--- config.mk ---
export PLATFORM = sky130hd
export DESIGN_NAME = seven_segment_scan_display_flat
export DESIGN_NICKNAME = d
export VERILOG_FILES = /design/src/rtl/core/sssd_pkg.sv /design/src/rtl/core/sssd_in_if.sv /design/src/rtl/core/sssd_out_if.sv /design/src/rtl/core/sssd_cfg_if.sv /design/src/rtl/core/sssd_dec.sv /design/src/rtl/core/seven_segment_scan_display.sv /design/src/flat_wrapper.sv
export SDC_FILE = /design/constraint.sdc
export NUM_CORES = 1
export LEC_CHECK = 0
export BUFFER_PORTS_ARGS = -buffer_cell sky130_fd_sc_hd__buf_4
export CAP_MARGIN = 15
export CORE_ASPECT_RATIO = 1.25
export CORE_MARGIN = 2
export CORE_UTILIZATION = 30
export DETAILED_ROUTE_END_ITERATION = 7
export PLACE_DENSITY = 0.44
export RECOVER_POWER = 25
export SLEW_MARGIN = 20
export SYNTH_ARGS = -nofsm -noshare
export SYNTH_HDL_FRONTEND = slang
export SYNTH_SLANG_ARGS = --single-unit
--- constraint.sdc ---
create_clock -name clk -period 4.1 [get_ports clk]
set_input_delay 0.82 -clock clk [delete_from_list [all_inputs] [get_ports clk]]
set_output_delay 0.82 -clock clk [all_outputs]
set_load 0.02 [all_outputs]
--- src/rtl/core/sssd_pkg.sv ---
// ----------------------------------------------------------------------------
// sssd_pkg
// Shared types, codes and helpers for the 7-segment scan display driver.
// ----------------------------------------------------------------------------
package sssd_pkg;

    // item opcodes
    localparam logic OP_TICK = 1'b0;
    localparam logic OP_LOAD = 1'b1;

    // format codes
    localparam logic [2:0] FMT_HEX = 3'd0;
    localparam logic [2:0] FMT_DEC = 3'd1;
    localparam logic [2:0] FMT_DP0 = 3'd2;
    localparam logic [2:0] FMT_DP3 = 3'd5;

    localparam logic [7:0]  SEG_ZERO      = 8'h3f;
    localparam logic [7:0]  SEG_DP        = 8'h80;
    localparam logic [7:0]  CATHODE_RESET = 8'hff;
    localparam logic [31:0] PATTERN_RESET = 32'h7f7f7f7f;

    // decimal weights
    localparam logic [15:0] TEN_THOUSAND = 16'd10000;
    localparam logic [15:0] THOUSAND     = 16'd1000;
    localparam logic [15:0] HUNDRED      = 16'd100;
    localparam logic [15:0] TEN          = 16'd10;

    // register stages in the decimal split pipeline
    localparam int NUM_STAGES = 5;

    typedef struct packed {
        logic            opcode;
        logic [2:0]      fmt;
        logic [15:0]     value;
        logic [13:0]     rem;
        logic [3:0][3:0] dec;
    } pipe_t;

    typedef struct packed {
        logic [3:0]  digit;
        logic [15:0] rem;
    } split_t;

    // segment code, bit0 A .. bit6 G
    function automatic logic [7:0] seg7(input logic [3:0] nib);
        logic [7:0] s;
        case (nib)
            4'h0: s = 8'h3f;
            4'h1: s = 8'h06;
            4'h2: s = 8'h5b;
            4'h3: s = 8'h4f;
            4'h4: s = 8'h66;
            4'h5: s = 8'h6d;
            4'h6: s = 8'h7d;
            4'h7: s = 8'h07;
            4'h8: s = 8'h7f;
            4'h9: s = 8'h6f;
            4'ha: s = 8'h77;
            4'hb: s = 8'h7c;
            4'hc: s = 8'h58;
            4'hd: s = 8'h5e;
            4'he: s = 8'h79;
            default: s = 8'h71;
        endcase
        return s;
    endfunction

    // one decimal digit by parallel compare against k*unit, k = 1..9
    function automatic split_t dec_split(input logic [15:0] x, input logic [15:0] unit);
        split_t      s;
        logic [16:0] thr;
        logic [16:0] sel;
        s.digit = '0;
        thr     = '0;
        sel     = '0;
        for (int k = 1; k <= 9; k++)
        begin
            thr = thr + {1'b0, unit};
            if ({1'b0, x} >= thr)
            begin
                s.digit = 4'(k);
                sel     = thr;
            end
        end
        s.rem = x - sel[15:0];
        return s;
    endfunction

    // digits to 32-bit pattern with blanking and decimal point
    function automatic logic [31:0] format_word(input logic [2:0] fmt,
                                                input logic [15:0] value,
                                                input logic [3:0][3:0] dec);
        logic [3:0][7:0] seg;
        logic            has_pt;
        logic [1:0]      pt;
        logic            going;
        has_pt = (fmt inside {[FMT_DP0:FMT_DP3]});
        pt     = 2'(fmt - FMT_DP0);
        for (int i = 0; i < 4; i++)
        begin
            seg[i] = seg7((fmt == FMT_HEX) ? value[4*i +: 4] : dec[i]);
        end
        going = 1'b1;
        for (int i = 3; i > 0; i--)
        begin
            if (going && !(has_pt && (2'(i) <= pt)) && (seg[i] == SEG_ZERO))
            begin
                seg[i] = '0;
            end
            else
            begin
                going = 1'b0;
            end
        end
        if (has_pt)
        begin
            seg[pt] = seg[pt] | SEG_DP;
        end
        return seg;
    endfunction

endpackage

--- src/rtl/core/sssd_in_if.sv ---
// ----------------------------------------------------------------------------
// sssd_in_if
// Item channel: scan tick or pattern load.
// ----------------------------------------------------------------------------
interface sssd_in_if;
    logic        valid;
    logic        ready;
    logic        opcode;
    logic [15:0] value;
    logic [2:0]  format;

    modport source (output valid, opcode, value, format, input ready);
    modport sink   (input valid, opcode, value, format, output ready);
endinterface

--- src/rtl/core/sssd_out_if.sv ---
// ----------------------------------------------------------------------------
// sssd_out_if
// Result channel: line levels and current pattern.
// ----------------------------------------------------------------------------
interface sssd_out_if;
    logic        valid;
    logic        ready;
    logic [7:0]  segment_lines;
    logic [3:0]  digit_lines;
    logic [31:0] shown_pattern;

    modport source (output valid, segment_lines, digit_lines, shown_pattern, input ready);
    modport sink   (input valid, segment_lines, digit_lines, shown_pattern, output ready);
endinterface

--- src/rtl/core/sssd_cfg_if.sv ---
// ----------------------------------------------------------------------------
// sssd_cfg_if
// Configuration write channel for the display enable bit.
// ----------------------------------------------------------------------------
interface sssd_cfg_if;
    logic valid;
    logic ready;
    logic display_enable;

    modport source (output valid, display_enable, input ready);
    modport sink   (input valid, display_enable, output ready);
endinterface

--- src/rtl/core/sssd_dec.sv ---
// ----------------------------------------------------------------------------
// sssd_dec
// Decimal split pipeline: mod 10000, then thousands, hundreds, then tens and units.
// ----------------------------------------------------------------------------
module sssd_dec (
    input  logic                clk,
    input  logic                rst_n,
    input  logic                in_valid,
    output logic                in_ready,
    input  sssd_pkg::pipe_t     in_data,
    output logic                out_valid,
    input  logic                out_ready,
    output sssd_pkg::pipe_t     out_data
);

    logic [sssd_pkg::NUM_STAGES-1:0] valid_reg;
    logic [sssd_pkg::NUM_STAGES-1:0] valid_next;
    logic [sssd_pkg::NUM_STAGES:0]   stage_ready;
    sssd_pkg::pipe_t                 data_reg  [sssd_pkg::NUM_STAGES];
    sssd_pkg::pipe_t                 data_next [sssd_pkg::NUM_STAGES];
    sssd_pkg::split_t                s_10k;
    sssd_pkg::split_t                s_1k;
    sssd_pkg::split_t                s_100;
    sssd_pkg::split_t                s_10;

    // a stage loads when it is empty or its beat moves on
    always_comb
    begin
        stage_ready[sssd_pkg::NUM_STAGES] = out_ready;
        for (int i = sssd_pkg::NUM_STAGES - 1; i >= 0; i--)
        begin
            stage_ready[i] = !valid_reg[i] || stage_ready[i+1];
        end
    end

    always_comb
    begin
        valid_next[0] = in_valid;
        for (int i = 1; i < sssd_pkg::NUM_STAGES; i++)
        begin
            valid_next[i] = valid_reg[i-1];
        end
    end

    always_comb
    begin
        s_10k = sssd_pkg::dec_split(data_reg[0].value, sssd_pkg::TEN_THOUSAND);
        s_1k  = sssd_pkg::dec_split({2'b00, data_reg[1].rem}, sssd_pkg::THOUSAND);
        s_100 = sssd_pkg::dec_split({2'b00, data_reg[2].rem}, sssd_pkg::HUNDRED);
        s_10  = sssd_pkg::dec_split({2'b00, data_reg[3].rem}, sssd_pkg::TEN);

        data_next[0] = in_data;

        data_next[1]     = data_reg[0];
        data_next[1].rem = s_10k.rem[13:0];

        data_next[2]        = data_reg[1];
        data_next[2].dec[3] = s_1k.digit;
        data_next[2].rem    = s_1k.rem[13:0];

        data_next[3]        = data_reg[2];
        data_next[3].dec[2] = s_100.digit;
        data_next[3].rem    = s_100.rem[13:0];

        data_next[4]        = data_reg[3];
        data_next[4].dec[1] = s_10.digit;
        data_next[4].dec[0] = s_10.rem[3:0];
        data_next[4].rem    = '0;
    end

    always_ff @(posedge clk or negedge rst_n)
    begin
        if (!rst_n)
        begin
            valid_reg <= '0;
        end
        else
        begin
            for (int i = 0; i < sssd_pkg::NUM_STAGES; i++)
            begin
                if (stage_ready[i])
                begin
                    valid_reg[i] <= valid_next[i];
                end
            end
        end
    end

    always_ff @(posedge clk)
    begin
        for (int i = 0; i < sssd_pkg::NUM_STAGES; i++)
        begin
            if (stage_ready[i])
            begin
                data_reg[i] <= data_next[i];
            end
        end
    end

    assign in_ready  = stage_ready[0];
    assign out_valid = valid_reg[sssd_pkg::NUM_STAGES-1];
    assign out_data  = data_reg[sssd_pkg::NUM_STAGES-1];

endmodule

--- src/rtl/core/seven_segment_scan_display.sv ---
// ----------------------------------------------------------------------------
// seven_segment_scan_display
// Scan driver for a 4-digit common-anode 7-segment display.
// ----------------------------------------------------------------------------
// Each beat on the item channel is either a scan tick, which lights at most
// one of the 32 LEDs and advances the 5-bit scan position, or a load, which
// formats a 16-bit value (hex, or low four decimal digits with optional
// point) into the 32-bit segment pattern. Every item gives one result beat
// with the cathode levels, anode levels and current pattern. One item is
// taken per clock when the result side keeps up. Five stages split the
// value into decimal digits (input register, mod 10000, thousands,
// hundreds, then tens and units) and one stage applies the item to the
// scan state, which doubles as the result register. All scan state changes
// happen in that last stage, so items take effect in order. The display
// enable register resets to 1 and is written through the cfg channel, which
// is always ready; it should only be changed while no items are in flight.
// ----------------------------------------------------------------------------
module seven_segment_scan_display (
    input  logic       clk,
    input  logic       rst_n,
    sssd_in_if.sink    item,
    sssd_out_if.source result,
    sssd_cfg_if.sink   cfg
);

    sssd_pkg::pipe_t in_data;
    sssd_pkg::pipe_t dec_data;
    logic            dec_valid;
    logic            dec_ready;
    logic            take;

    // scan state; these registers also drive the result payload
    logic [4:0]  scan_reg;
    logic [4:0]  scan_next;
    logic [7:0]  cathode_reg;
    logic [7:0]  cathode_next;
    logic [3:0]  anode_reg;
    logic [3:0]  anode_next;
    logic [31:0] pattern_reg;
    logic [31:0] pattern_next;
    logic        res_valid_reg;
    logic        res_valid_next;
    logic        enable_reg;

    // tick decode
    logic [2:0]  seg_sel;
    logic [2:0]  seg_prev;
    logic        lit;

    always_comb
    begin
        in_data        = '0;
        in_data.opcode = item.opcode;
        in_data.fmt    = item.format;
        in_data.value  = item.value;
    end

    sssd_dec u_dec (
        .clk       (clk),
        .rst_n     (rst_n),
        .in_valid  (item.valid),
        .in_ready  (item.ready),
        .in_data   (in_data),
        .out_valid (dec_valid),
        .out_ready (dec_ready),
        .out_data  (dec_data)
    );

    // last stage loads when the previous result has gone
    assign dec_ready = !res_valid_reg || result.ready;
    assign take      = dec_valid && dec_ready;

    assign seg_sel  = scan_reg[2:0];
    assign seg_prev = seg_sel - 3'd1;
    assign lit      = pattern_reg[scan_reg];

    always_comb
    begin
        scan_next    = scan_reg;
        cathode_next = cathode_reg;
        anode_next   = anode_reg;
        pattern_next = pattern_reg;
        case (dec_data.opcode)
            sssd_pkg::OP_TICK:
            begin
                // release previous line, pull current one if its LED is on
                cathode_next           = cathode_reg;
                cathode_next[seg_prev] = 1'b1;
                if (lit)
                begin
                    cathode_next[seg_sel] = 1'b0;
                end
                // position bits 4:3 pick the digit, 0 is the rightmost (DIG4)
                anode_next = '0;
                if (enable_reg && lit)
                begin
                    anode_next[~scan_reg[4:3]] = 1'b1;
                end
                scan_next = scan_reg + 5'd1;
            end
            sssd_pkg::OP_LOAD:
            begin
                pattern_next = sssd_pkg::format_word(dec_data.fmt, dec_data.value,
                                                     dec_data.dec);
            end
            default:
            begin
                pattern_next = pattern_reg;
            end
        endcase
    end

    always_comb
    begin
        if (take)
        begin
            res_valid_next = 1'b1;
        end
        else if (result.ready)
        begin
            res_valid_next = 1'b0;
        end
        else
        begin
            res_valid_next = res_valid_reg;
        end
    end

    always_ff @(posedge clk or negedge rst_n)
    begin
        if (!rst_n)
        begin
            scan_reg      <= '0;
            cathode_reg   <= sssd_pkg::CATHODE_RESET;
            anode_reg     <= '0;
            pattern_reg   <= sssd_pkg::PATTERN_RESET;
            res_valid_reg <= 1'b0;
            enable_reg    <= 1'b1;
        end
        else
        begin
            res_valid_reg <= res_valid_next;
            if (take)
            begin
                scan_reg    <= scan_next;
                cathode_reg <= cathode_next;
                anode_reg   <= anode_next;
                pattern_reg <= pattern_next;
            end
            if (cfg.valid)
            begin
                enable_reg <= cfg.display_enable;
            end
        end
    end

    assign cfg.ready            = 1'b1;
    assign result.valid         = res_valid_reg;
    assign result.segment_lines = cathode_reg;
    assign result.digit_lines   = anode_reg;
    assign result.shown_pattern = pattern_reg;

endmodule

--- src/flat_wrapper.sv ---
// flat-port wrapper written by rule: the top's interface ports become plain ports
module seven_segment_scan_display_flat 
  (clk, rst_n, item_valid, item_opcode, item_value, item_format, item_ready, result_valid, result_segment_lines, result_digit_lines, result_shown_pattern, result_ready, cfg_valid, cfg_display_enable, cfg_ready);
  sssd_in_if item_i ();
  sssd_out_if result_i ();
  sssd_cfg_if cfg_i ();
  input  logic clk;
  input  logic rst_n;
  input wire logic [$bits(item_i.valid)-1:0] item_valid;
  input wire logic [$bits(item_i.opcode)-1:0] item_opcode;
  input wire logic [$bits(item_i.value)-1:0] item_value;
  input wire logic [$bits(item_i.format)-1:0] item_format;
  output wire logic [$bits(item_i.ready)-1:0] item_ready;
  output wire logic [$bits(result_i.valid)-1:0] result_valid;
  output wire logic [$bits(result_i.segment_lines)-1:0] result_segment_lines;
  output wire logic [$bits(result_i.digit_lines)-1:0] result_digit_lines;
  output wire logic [$bits(result_i.shown_pattern)-1:0] result_shown_pattern;
  input wire logic [$bits(result_i.ready)-1:0] result_ready;
  input wire logic [$bits(cfg_i.valid)-1:0] cfg_valid;
  input wire logic [$bits(cfg_i.display_enable)-1:0] cfg_display_enable;
  output wire logic [$bits(cfg_i.ready)-1:0] cfg_ready;
  assign item_i.valid = item_valid;
  assign item_i.opcode = item_opcode;
  assign item_i.value = item_value;
  assign item_i.format = item_format;
  assign item_ready = item_i.ready;
  assign result_valid = result_i.valid;
  assign result_segment_lines = result_i.segment_lines;
  assign result_digit_lines = result_i.digit_lines;
  assign result_shown_pattern = result_i.shown_pattern;
  assign result_i.ready = result_ready;
  assign cfg_i.valid = cfg_valid;
  assign cfg_i.display_enable = cfg_display_enable;
  assign cfg_ready = cfg_i.ready;
  seven_segment_scan_display u_core (.clk(clk), .rst_n(rst_n), .item(item_i), .result(result_i), .cfg(cfg_i));
endmodule
# ---- Yosys cells after proc, flatten, opt, wreduce, memory -nomap -nowiden
# Memory sizes are Yosys's and may differ from the RTL's.
# Cells that the tools add are included.
dict set report op_classes {
  addsub 7
  order_cmp 50
  n_eq_ne 3
  n_bitwise 5
  n_reduce_logical 34
  n_mux 109
}
# op n
set ops {}
lappend ops {{$mux 14} 25}
lappend ops {{$mux 4} 38}
lappend ops {{$mux 8} 12}
lappend ops {{$ge 14x10->1 const B} 5}
lappend ops {{$ge 14x13->1 const B} 4}
lappend ops {{$ge 14x7->1 const B} 4}
lappend ops {{$ge 16x17->1 const B} 3}
lappend ops {{$ge 16x16->1 const B} 3}
lappend ops {{$ge 14x6->1 const B} 3}
lappend ops {{$ge 14x9->1 const B} 3}
lappend ops {{$sub 14x14->14} 3}
lappend ops {{$bwmux 32} 1}
lappend ops {{$ge 16x15->1 const B} 2}
lappend ops {{$mux 32} 1}
lappend ops {{$ge 14x12->1 const B} 2}
lappend ops {{$ge 14x5->1 const B} 2}
lappend ops {{$eq 8x6->1 const B} 3}
lappend ops {{$mux 1} 23}
lappend ops {{$bmux 8 s2} 1}
lappend ops {{$demux 8 s2} 1}
lappend ops {{$ge 16x14->1 const B} 1}
lappend ops {{$logic_and 1x1->1} 15}
lappend ops {{$ge 14x11->1 const B} 1}
lappend ops {{$ge 14x14->1 const B} 1}
lappend ops {{other kinds (30)} 51}
dict set report word_totals {
  memories 5
  inputBits 26
  ramBits 250
  regBits 56
  wordCells 224
  mem_bits_ro 448
}
# name depth word_bits rd rd_clocked_by_memory_dff wr line
set memory_table {}
lappend memory_table {u_core.u_dec.data_reg 5 50 5 0 5 sssd_dec.sv:19} ;# sssd_pkg::pipe_t data_reg [sssd_pkg::NUM_STAGES];
lappend memory_table {{(no name shown)} 16 7 1 0 0 sssd_pkg.sv:47} ;# case (nib)
lappend memory_table {{(no name shown)} 16 7 1 0 0 sssd_pkg.sv:47}
lappend memory_table {{(no name shown)} 16 7 1 0 0 sssd_pkg.sv:47}
lappend memory_table {{(no name shown)} 16 7 1 0 0 sssd_pkg.sv:47}

# ---- Logic depth before layout (Yosys ltp)
# Gate-level depths: netlist of the first run.
# An unclocked memory read counts as a cell.
dict set report logic_depth {
  depth_word 21
  depth_mapped 18
  depth_no_buf 17
}

# ---- Hierarchy
# From an unflattened synthesis of the first run, not the netlist that was laid out.
dict set report unflattened {
  hier_cells 1108
  hier_area_um2 12145.4
}
# mod area_per_inst_um2 cells_per_inst instances
set modules_own_cells {}
lappend modules_own_cells {sssd_dec 7793.7 603 1}
lappend modules_own_cells {seven_segment_scan_display 4351.7 505 1}

# ---- Worst setup path after synthesis of the first run
# Ideal clock, no wire load.
dict set report synth_timing {
  path_kind {register to register}
  start {memory u_core.u_dec.data_reg[0][126] in the netlist's numbering}
  end {memory u_core.u_dec.data_reg[0][178] in the netlist's numbering (data pin)}
  arrival_ns 3.682
  t_required_ns 3.842
  stages_incl_launch_ff 19
  path_buffers 1
  setup_slack_ns 0.160
  setup_time_ns 0.258
  cell_sequence {edfxtp_1 -> clkbuf_1 -> or4_1 -> nor2_1 -> o21a_1 -> o21ai_0 -> o21bai_1 -> a21oi_1 -> o21ai_0 -> ha_1 -> inv_1 -> fa_1 -> a21o_1 -> a21oi_1 -> nor2b_1 -> o21a_1 -> o41ai_1 -> nand2_1 -> xnor2_1}
}
# item line
set synth_lines {}
lappend synth_lines {{from (decl)} sssd_dec.sv:19}

==> results.sh, run 1 <==
export IMPL_grt_pass1_vias=7549
export IMPL_crit_type="reg2reg"
export IMPL_cts_tree="yes"
export IMPL_power_density_nw_per_um2=759
export IMPL_grt_pass1_wl_mm=40.8
export IMPL_met1_usage=0.158
export IMPL_synth_top_area_cell="edfxtp_1"
export IMPL_synth_seq_area_share=0.559
export IMPL_min_path_type="reg2reg"
export IMPL_fin_crit_ps=3770
export IMPL_syn_avg_cell_area_sq_um=11.5
export IMPL_use_met3=0.0181
export IMPL_syn_area_sq_um=11200
export IMPL_coreArea_sq_um=37000
export IMPL_fillers=3672
export IMPL_antenna_found_initial=0
export IMPL_min_to="u_core.u_dec.data_reg[0][236]"
export IMPL_synth_commonest_cells="160 x edfxtp_1, 98 x nand2_1, 71 x o21ai_0"
export IMPL_clock_root_buffer="clkbuf_16"
export IMPL_place_inst=1528
export IMPL_async_flop_share=0.259
export IMPL_ant_nets=0
export IMPL_dr_first_iter_drc_count=398
export IMPL_overflow=0
export IMPL_ys_seq_elements=216
export IMPL_synth_edf_count=160
export IMPL_rows=79
export IMPL_clock_latency_ps=540
export IMPL_maxCapViolCount=1
export IMPL_via_per_inst=4.86
export IMPL_use_met2=0.235
export IMPL_avgRoutedWirePerCell_um=15.9
export IMPL_relSlewSlack=-1.03
export IMPL_critPathMaxFanout=5
export IMPL_pin_count=73
export IMPL_drc=0
export IMPL_start_util=0.303
export IMPL_firstDrtPassIters=4
export IMPL_max_vdd_ir_drop_mv=0.311
export IMPL_vias=7679
export IMPL_violations="max-capacitance violations, max-slew violations"
export IMPL_grt_max_degree=57
export IMPL_status="complete, but fails checks"
export IMPL_clockBufferDepth=3
export IMPL_r2r_cells=17
export IMPL_synth_top_cell_area_share=0.429
export IMPL_htreeDepth=1
export IMPL_portBuffers=71
export IMPL_slew_violations=57
export IMPL_dieWidth_um=177
export IMPL_grt_busiest_layer="met2"
export IMPL_period_share=0.919
export IMPL_cp_required_ps=4390
export IMPL_largest_reg_flops=160
export IMPL_rsz0062_at_grt="no"
export IMPL_finalSetupViolations=0
export IMPL_min_from="u_core.u_dec.data_reg[0][186]"
export IMPL_worst_pin_slew_ps=3050
export IMPL_fin_setup_tns_ps=0
export IMPL_worstSetupEndpointType="flop"
export IMPL_fin_cells=1579
export IMPL_cts_hold_buffers=0
export IMPL_fp_dieArea_sq_um=38900
export IMPL_place_hpwl_mm=18.1
export IMPL_final_layout_size_suffix_gt1_frac=0.190
export IMPL_synth_area_top_cells="edfxtp_1 43%, dfstp_2 8.7%, ha_1 5.7%"
export IMPL_wirelength_mm=25.1
export IMPL_finalClockSkew_ps=10.5
export IMPL_path_clk_slew_ps=60
export IMPL_r2r_start="u_core.u_dec.data_reg[0][75]"
export IMPL_area_growth_pct=19.0
export IMPL_start_kind="flop"
export IMPL_finalNetCount=1157
export IMPL_cts_sinks=216
export IMPL_globalplace_congestion=0.836
export IMPL_hold_depth=0
export IMPL_syn_nets=1057
export IMPL_regToRegEndpoint="u_core.u_dec.data_reg[0][129]"
export IMPL_cts_buffers=25
export IMPL_grtUsageTotal=0.131
export IMPL_synth_cell_types=78
export IMPL_leakage_nw=5.24
export IMPL_finalHoldViolCount=0
export IMPL_yosys_cell_count_top_type="edfxtp_1"
export IMPL_cp_arrival_ps=4050
export IMPL_die_height_um=220
export IMPL_antenna_diode_count=0
export IMPL_yosysWarnings=0
export IMPL_ys_flop_type="edfxtp_1"
export IMPL_r2r_slack_ps=330
export IMPL_fmax_mhz=265
export IMPL_syn_inst=976
[cells in the final DEF, fill, tap and decap left out, types with 9 or more instances in the layout]
cell type	count
a21o_1	12
a21oi_1	46
a31oi_1	11
and2_1	9
buf_4	86
clkbuf_16	25
clkbuf_4	19
dfrtp_1	19
dfstp_2	36
edfxtp_1	160
ha_1	51
inv_1	53
mux2i_1	26
nand2_1	98
nand2b_1	15
nand3_1	28
nor2_1	67
nor3_1	18
nor4_1	9
o211ai_1	13
o21ai_0	70
o31ai_1	12
xnor2_1	19
xor2_1	11
[through the flow]
step | util | setup WS, ps | hold slack, ps | power [mW] | cell area [sq um]
finish | 0.360 | 331 | 406 | 10.1 | 13300
global route | 0.360 | 20.4 | 416 | 10.9 | 13300
CTS | 0.358 | 101 | 348 | 10.2 | 13200
detailed placement | 0.336 | 121 | 405 | 7.93 | 12400
global placement | 0.336 | 156 | 401 | 7.92 | 12400
floorplan | - | 160 | 400 | 6.59 | 11200
[final cells by class]
cell class	count	area, sq um	share of cell area
Clock buffer	28	637	0.0478
Clock inverter	16	176	0.0132
Inverter	53	199	0.0149
Multi-Input combinational cell	672	4650	0.349
Sequential cell	216	6250	0.469
Tap cell	486	608	0.0457
Timing Repair Buffer	108	800	0.0600
[how the worst max path moves through the flow]
stage / cells after the start / endpoint / start
6_report: 17 / u_core.u_dec.data_reg[0][129] / u_core.u_dec.data_reg[0][75]
5_1_grt: 16 / u_core.u_dec.data_reg[0][78] / u_core.u_dec.data_reg[0][34]
4_1_cts: 17 / u_core.u_dec.data_reg[0][129] / u_core.u_dec.data_reg[0][73]
3_5_place_dp: 17 / u_core.u_dec.data_reg[0][129] / u_core.u_dec.data_reg[0][73]
3_3_place_gp: 17 / u_core.u_dec.data_reg[0][129] / u_core.u_dec.data_reg[0][73]
2_1_floorplan: 18 / u_core.u_dec.data_reg[0][178] / u_core.u_dec.data_reg[0][126]
[cells by family (layout without fill, tap and decap cells)]
group           Yosys count  in the layout  share of synthesized area
xor+xnor                 30             30                     0.0235
flops                   216            216                      0.559
fa+ha+maj                55             55                     0.0642
compound gates          250            250                      0.147
buf+inv                  88            205                     0.0311
other cells               1              1                   0.000335
mux                      37             37                     0.0426
simple gates            299            299                      0.133
[timing repair]
action | in CTS | in global routing
gates resized for setup | 0 | 10
endpoints found under the setup margin | 0 | 4
setup buffers | 0 | 7
[power by group]
group	switching (mW)	internal [mW]
Clock	0.906	1.31
Combinational	2.19	1.72
Sequential	0.648	3.33
[critical path: stages (launching register included)]
cell and delay (ps):
edfxtp_1 450, nand3_1 170, o21ai_2 220, a21o_1 180, o21ai_0 80, a21oi_1 130
nor2_1 80, a211oi_1 190, ha_1 200, inv_1 50, fa_1 390, a21o_1 190
a21oi_2 170, o21bai_1 90, a2111o_1 440, a31o_2 240, a21oi_1 170, xnor2_1 80
[layer usage]
metal | up-vias | share of wire
met1 | 3657 | 0.42
met4 | 0 | 0.033
met2 | 140 | 0.51
li1 | 3845 | -
met3 | 37 | 0.038
met5 | - | 0
No activity file was read; power rests on OpenSTA's default activity.
==> run 2, diff against run 1 <==
ABC_AREA = 1   (was not set)
CORE_ASPECT_RATIO = 0.8   (was 1.25)
CTS_CLUSTER_SIZE = 25   (was not set)
==> results.sh, run 2 <==
export IMPL_status="complete, but fails checks"
export IMPL_violations="max-capacitance violations, max-slew violations"
export IMPL_dpl_cell_area_sq_um=12400
export IMPL_cp_startpoint="u_core.u_dec.data_reg[0][37]"
export IMPL_dr_first_iter_drc_count=491
export IMPL_cts_tree="yes"
export IMPL_r2r_start="u_core.u_dec.data_reg[0][37]"
export IMPL_synth_seq_area_share=0.556
export IMPL_cts_sinks=216
export IMPL_synth_cell_types=53
export IMPL_fillers=3781
export IMPL_fp_dieArea_sq_um=39100
export IMPL_ant_nets=0
export IMPL_grt_max_degree=57
export IMPL_fmax_mhz=289
export IMPL_syn_avg_cell_area_sq_um=9.52
export IMPL_place_hpwl_mm=18.5
export IMPL_synth_commonest_cells="256 x nand2_1, 163 x inv_1, 160 x edfxtp_1"
export IMPL_clock_latency_ps=540
export IMPL_dieWidth_um=221
export IMPL_relSlewSlack=-1.05
export IMPL_finalNetCount=1347
export IMPL_fin_area_sq_um=13300
export IMPL_fin_crit_ps=3460
export IMPL_htreeDepth=1
export IMPL_leakage_nw=5.79
export IMPL_rows=63
export IMPL_final_layout_size_suffix_gt1_frac=0.146
export IMPL_wirelength_mm=25.0
export IMPL_portBuffers=71
export IMPL_syn_nets=1263
export IMPL_antenna_found_initial=0
export IMPL_worstPathCellList="inv_1, nand2_1, inv_1, o21ai_0, a31oi_1, nand2_1, nand3_1, a21oi_1, ha_1, fa_1, o21ai_0, a21oi_1, o21ai_0, a21oi_1, o21ai_0, xor2_1"
export IMPL_start_util=0.304
export IMPL_globalplace_congestion=0.873
export IMPL_cpPeakStageDelay_ps=520
export IMPL_maxCapViolCount=1
export IMPL_rsz0062_at_grt="no"
export IMPL_async_flop_share=0.259
export IMPL_cts_repair_resized=0
export IMPL_cp_slowest_cell="edfxtp_1"
export IMPL_setup_slack_ps=640
export IMPL_synth_top_area_cell="edfxtp_1"
export IMPL_cp_arrival_ps=3730
export IMPL_worstSetupEndpointType="flop"
export IMPL_fin_setup_tns_ps=0
export IMPL_layout_commonest_cell="nand2_1"
export IMPL_vias=8190
export IMPL_largest_reg_flops=160
export IMPL_via_per_inst=4.62
export IMPL_regToRegEndpoint="u_core.u_dec.data_reg[0][78]"
export IMPL_total_power_mw=10.3
export IMPL_grtUsageTotal=0.129
export IMPL_drc=0
export IMPL_cts_hold_buffers=0
export IMPL_path_clk_slew_ps=60
export IMPL_period_share=0.844
export IMPL_power_density_nw_per_um2=774
export IMPL_synth_area_top_cells="edfxtp_1 43%, dfstp_2 8.6%, nand2_1 8.5%"
export IMPL_worst_pin_slew_ps=3070
export IMPL_grt_pass1_wl_mm=40.9
export IMPL_cpMostUsedCell="o21ai_0"
export IMPL_grt_pass1_vias=7840
export IMPL_clockBufferDepth=3
export IMPL_coreArea_sq_um=37000
export IMPL_synth_edf_count=160
export IMPL_crit_end="u_core.u_dec.data_reg[0][78]"
export IMPL_r2r_cells=16
export IMPL_firstDrtPassIters=5
export IMPL_critPathMaxFanout=9
export IMPL_pin_count=73
export IMPL_yosys_cell_count_top_type="nand2_1"
export IMPL_syn_inst=1182
export IMPL_ys_seq_elements=216
export IMPL_area_growth_pct=18.2
export IMPL_min_path_type="reg2reg"
export IMPL_max_vdd_ir_drop_mv=0.318
export IMPL_ys_flop_type="edfxtp_1"
export IMPL_start_kind="flop"
export IMPL_yosysWarnings=0
export IMPL_syn_area_sq_um=11300
export IMPL_finalClockSkew_ps=17.3
export IMPL_met1_usage=0.192
export IMPL_finalHoldViolCount=0
export IMPL_clock_root_buffer="clkbuf_16"
export IMPL_r2r_slack_ps=640
export IMPL_finalSetupViolations=0
export IMPL_antenna_diode_count=0
export IMPL_avgRoutedWirePerCell_um=14.1
export IMPL_crit_type="reg2reg"
export IMPL_use_met2=0.194
export IMPL_cts_setup_buffers=0
export IMPL_cp_required_ps=4370
export IMPL_final_cell_mix="255 x nand2_1, 160 x inv_1, 160 x edfxtp_1"
export IMPL_overflow=0
export IMPL_die_height_um=177
export IMPL_utilization=0.359
export IMPL_slew_violations=57
export IMPL_use_met3=0.0229
export IMPL_synth_top_cell_area_share=0.427
export IMPL_grt_busiest_layer="met2"
export IMPL_pre_cts_ws_ps=666
export IMPL_cts_buffers=26
-- run 2: changes by cell type after synthesis, sizes merged, moves of 10 or more --
cell | previous run | this run
a21o | 12 | 2
a21oi | 49 | 60
clkbuf | 23 | 12
inv | 53 | 166
mux2i | 28 | 0
nand2 | 98 | 268
nand2b | 15 | 0
nand3 | 30 | 98
nor2 | 68 | 94
xnor2 | 19 | 8
xor2 | 11 | 24
-- run 2: stage by stage --
step	instances	hold slack, ps
6_report	1773	406
3_3_place_gp	1725	402
4_1_cts	1773	367
2_1_floorplan	1182	400
3_5_place_dp	1725	405
5_1_grt	1773	417
-- run 2: worst min path at each step --
stage                             startpoint                               to  cells after the start
6_report       u_core.u_dec.data_reg[0][140]    u_core.u_dec.data_reg[0][190]                      0
5_1_grt        u_core.u_dec.data_reg[0][140]    u_core.u_dec.data_reg[0][190]                      0
4_1_cts                                rst_n  u_core.result.shown_pattern[23]                      1
3_5_place_dp    u_core.u_dec.data_reg[0][88]    u_core.u_dec.data_reg[0][138]                      0
3_3_place_gp   u_core.u_dec.data_reg[0][193]    u_core.u_dec.data_reg[0][243]                      0
2_1_floorplan   u_core.u_dec.data_reg[0][80]    u_core.u_dec.data_reg[0][130]                      0
-- run 2: logic make-up after synthesis --
logic type / synth area share
AND/OR/NAND/NOR: 0.196
flip-flops: 0.556
buffers and inverters: 0.0655
AO/OA/AOI/OAI: 0.0942
adder cells (fa/ha/maj): 0.0638
XOR/XNOR: 0.0249
other: 0.000333
-- run 2: power breakdown --
part | leakage, nW | switching [mW] | internal, mW
combinational | 3.12 | 2.51 | 1.42
sequential | 2.23 | 0.540 | 3.40
clock | 0.443 | 0.902 | 1.53
-- run 2: layer usage --
metal  routed length (um)  vias to the layer above
li1                     -                     4177
met1                12800                     3810
met2                10600                      166
met3                 1140                       37
met4                  431                        0
met5                    0                        -
-- run 2: area by class of cell --
type                            instances  area (sq um)  share of cell area
Tap cell                              487           609              0.0458
Clock buffer                           39           761              0.0572
Multi-Input combinational cell        778          4320               0.325
Clock inverter                          9           151              0.0114
Timing Repair Buffer                   77           571              0.0429
Inverter                              167           638              0.0480
Sequential cell                       216          6250               0.470
-- run 2: worst max-delay path, delay by kind of cell (launching register included) --
family	cells	cell delay [ps]
DFF	1	520
xor gates and xnor gates	1	100
buffers and inverters	2	240
AOI/OAI and AO/OA	8	1390
adders and majority gates	2	630
and+or+nand+nor	3	320
==> run 3, diff against run 2 <==
ABC_AREA = 0   (was 1)
PLACE_DENSITY = 0.42   (was 0.44)
clock period = 3.3 ns   (was 4.1 ns; I/O delays follow)
==> results.sh, run 3 (same netlist as run 1, synthesis figures left out) <==
export IMPL_status="complete, but fails checks"
export IMPL_violations="negative setup slack"
export IMPL_setup_slack_ps=-297
export IMPL_portBuffers=71
export IMPL_finalSetupViolations=8
export IMPL_hold_worst_slack_ps=293
export IMPL_place_inst=1615
export IMPL_pre_cts_ws_ps=-365
export IMPL_start_util=0.303
export IMPL_max_vdd_ir_drop_mv=0.389
export IMPL_wirelength_mm=26.3
export IMPL_grt_pass1_vias=7797
export IMPL_antenna_diode_count=0
export IMPL_finalNetCount=1270
export IMPL_grt_max_degree=57
export IMPL_firstDrtPassIters=4
export IMPL_period_share=1.09
export IMPL_crit_family="compound AO/OA/AOI/OAI gates"
export IMPL_finalHoldViolCount=0
export IMPL_place_hpwl_mm=19.0
export IMPL_relSlewSlack=0.0409
export IMPL_layout_commonest_cell="buf_4"
export IMPL_power_density_nw_per_um2=934
export IMPL_clock_root_buffer="clkbuf_16"
export IMPL_cp_arrival_ps=3880
export IMPL_cp_slowest_cell="or4_4"
export IMPL_die_height_um=177
export IMPL_drc=0
export IMPL_utilization=0.394
export IMPL_rsz0062_at_grt="yes"
export IMPL_worst_pin_slew_ps=1440
export IMPL_fin_cells=1696
export IMPL_slew_violations=0
export IMPL_crit_type="reg2reg"
export IMPL_grt_pass1_wl_mm=42.3
export IMPL_via_per_inst=4.80
export IMPL_htreeDepth=1
export IMPL_critPathMaxFanout=3
export IMPL_fmax_mhz=278
export IMPL_cts_tree="yes"
export IMPL_finalClockSkew_ps=25.8
export IMPL_final_layout_size_suffix_gt1_frac=0.313
export IMPL_total_power_mw=13.6
export IMPL_fin_crit_ps=3600
export IMPL_cp_required_ps=3580
export IMPL_start_kind="flop"
export IMPL_clock_latency_ps=550
export IMPL_largest_reg_flops=160
export IMPL_rows=63
export IMPL_min_path_type="in2reg"
export IMPL_path_clk_slew_ps=60
export IMPL_ant_nets=0
export IMPL_antenna_found_initial=0
export IMPL_globalplace_congestion=0.840
export IMPL_cpPeakStageDelay_ps=570
export IMPL_area_growth_pct=29.7
export IMPL_leakage_nw=5.85
export IMPL_dieWidth_um=220
export IMPL_avgRoutedWirePerCell_um=15.5
export IMPL_fp_dieArea_sq_um=38900
export IMPL_coreArea_sq_um=36900
export IMPL_cts_sinks=216
export IMPL_overflow=0
export IMPL_clockBufferDepth=3
export IMPL_maxCapViolCount=0
export IMPL_cts_hold_buffers=0
export IMPL_grtUsageTotal=0.136
export IMPL_final_cell_mix="197 x buf_4, 160 x edfxtp_1, 98 x nand2_1"
export IMPL_dr_first_iter_drc_count=410
export IMPL_vias=8137
export IMPL_pin_count=73
export IMPL_worstSetupEndpointType="flop"
export IMPL_cp_num_buf_inv=2
export IMPL_worstPathCellList="or4_4, nor2_4, o21a_1, o21ai_2, o21bai_1, a21oi_2, o21ai_1, ha_2, inv_2, fa_2, a21o_1, a21oi_2, nor2b_1, o21a_1, o41ai_2, buf_4, xor2_2"
export IMPL_cts_buffers=26
## run 3: stage by stage
step | instance area [sq um] | TNS (ps)
after floorplan | 11300 | -564
after global placement | 13100 | -1160
after detailed placement | 13100 | -1530
after CTS | 14200 | -849
after global routing | 14500 | -3160
final | 14500 | -1120
## run 3: worst reg2reg max path: cells and delay by family (launching register included)
family,cells,cell delay (ps)
AOI/OAI and AO/OA,9,1420
xor gates and xnor gates,1,60
adders and majority gates,2,530
buffers and inverters,2,220
DFF,1,390
and+or+nand+nor,3,730
## run 3: layout make-up
type                            instances  area, sq um
Inverter                               53          199
Sequential cell                       216         6250
Fill cell                            3613        22400
Multi-Input combinational cell        672         4930
Timing Repair Buffer                  220         1660
Tap cell                              487          609
Clock inverter                         13          153
Clock buffer                           35          714
## run 3: worst paths after layout
kind                                                from  depth (start not counted)                       endpoint  slack [ps]
setup / recovery           u_core.u_dec.data_reg[0][129]                         17  u_core.u_dec.data_reg[0][176]        -300
hold / removal                                item_valid                          2      u_core.u_dec.valid_reg[0]         290
setup reg to reg           u_core.u_dec.data_reg[0][129]                         17  u_core.u_dec.data_reg[0][176]        -300
hold reg to reg             u_core.u_dec.data_reg[0][86]                          0  u_core.u_dec.data_reg[0][136]         410
max in group asynchronous                          rst_n                          1            u_core.result.valid        1970
min in group asynchronous                          rst_n                          1   u_core.result.digit_lines[0]         450
## run 3: timing repair
action                                  4_1_cts  5_1_grt
setup buffers                                12       21
endpoints found under the setup margin       11       23
gates resized for setup                      26       44
pin swaps                                    10       28
## run 3: report_power, final
group / internal [mW] / total [mW] / switching, mW
registers: 4.14 / 4.82 / 0.677
clock network: 1.69 / 2.84 / 1.15
logic: 2.78 / 5.89 / 3.11
total: 8.61 / 13.6 / 4.94
## run 3: metal layers
| layer | part of all wire | GRT usage | wire length, um |
|---|---|---|---|
| met1 | 0.50 | 0.204 | 13300 |
| met2 | 0.44 | 0.202 | 11500 |
| met3 | 0.036 | 0.0215 | 958 |
| met4 | 0.022 | 0.0350 | 566 |
| met5 | 0 | 0 | 0 |
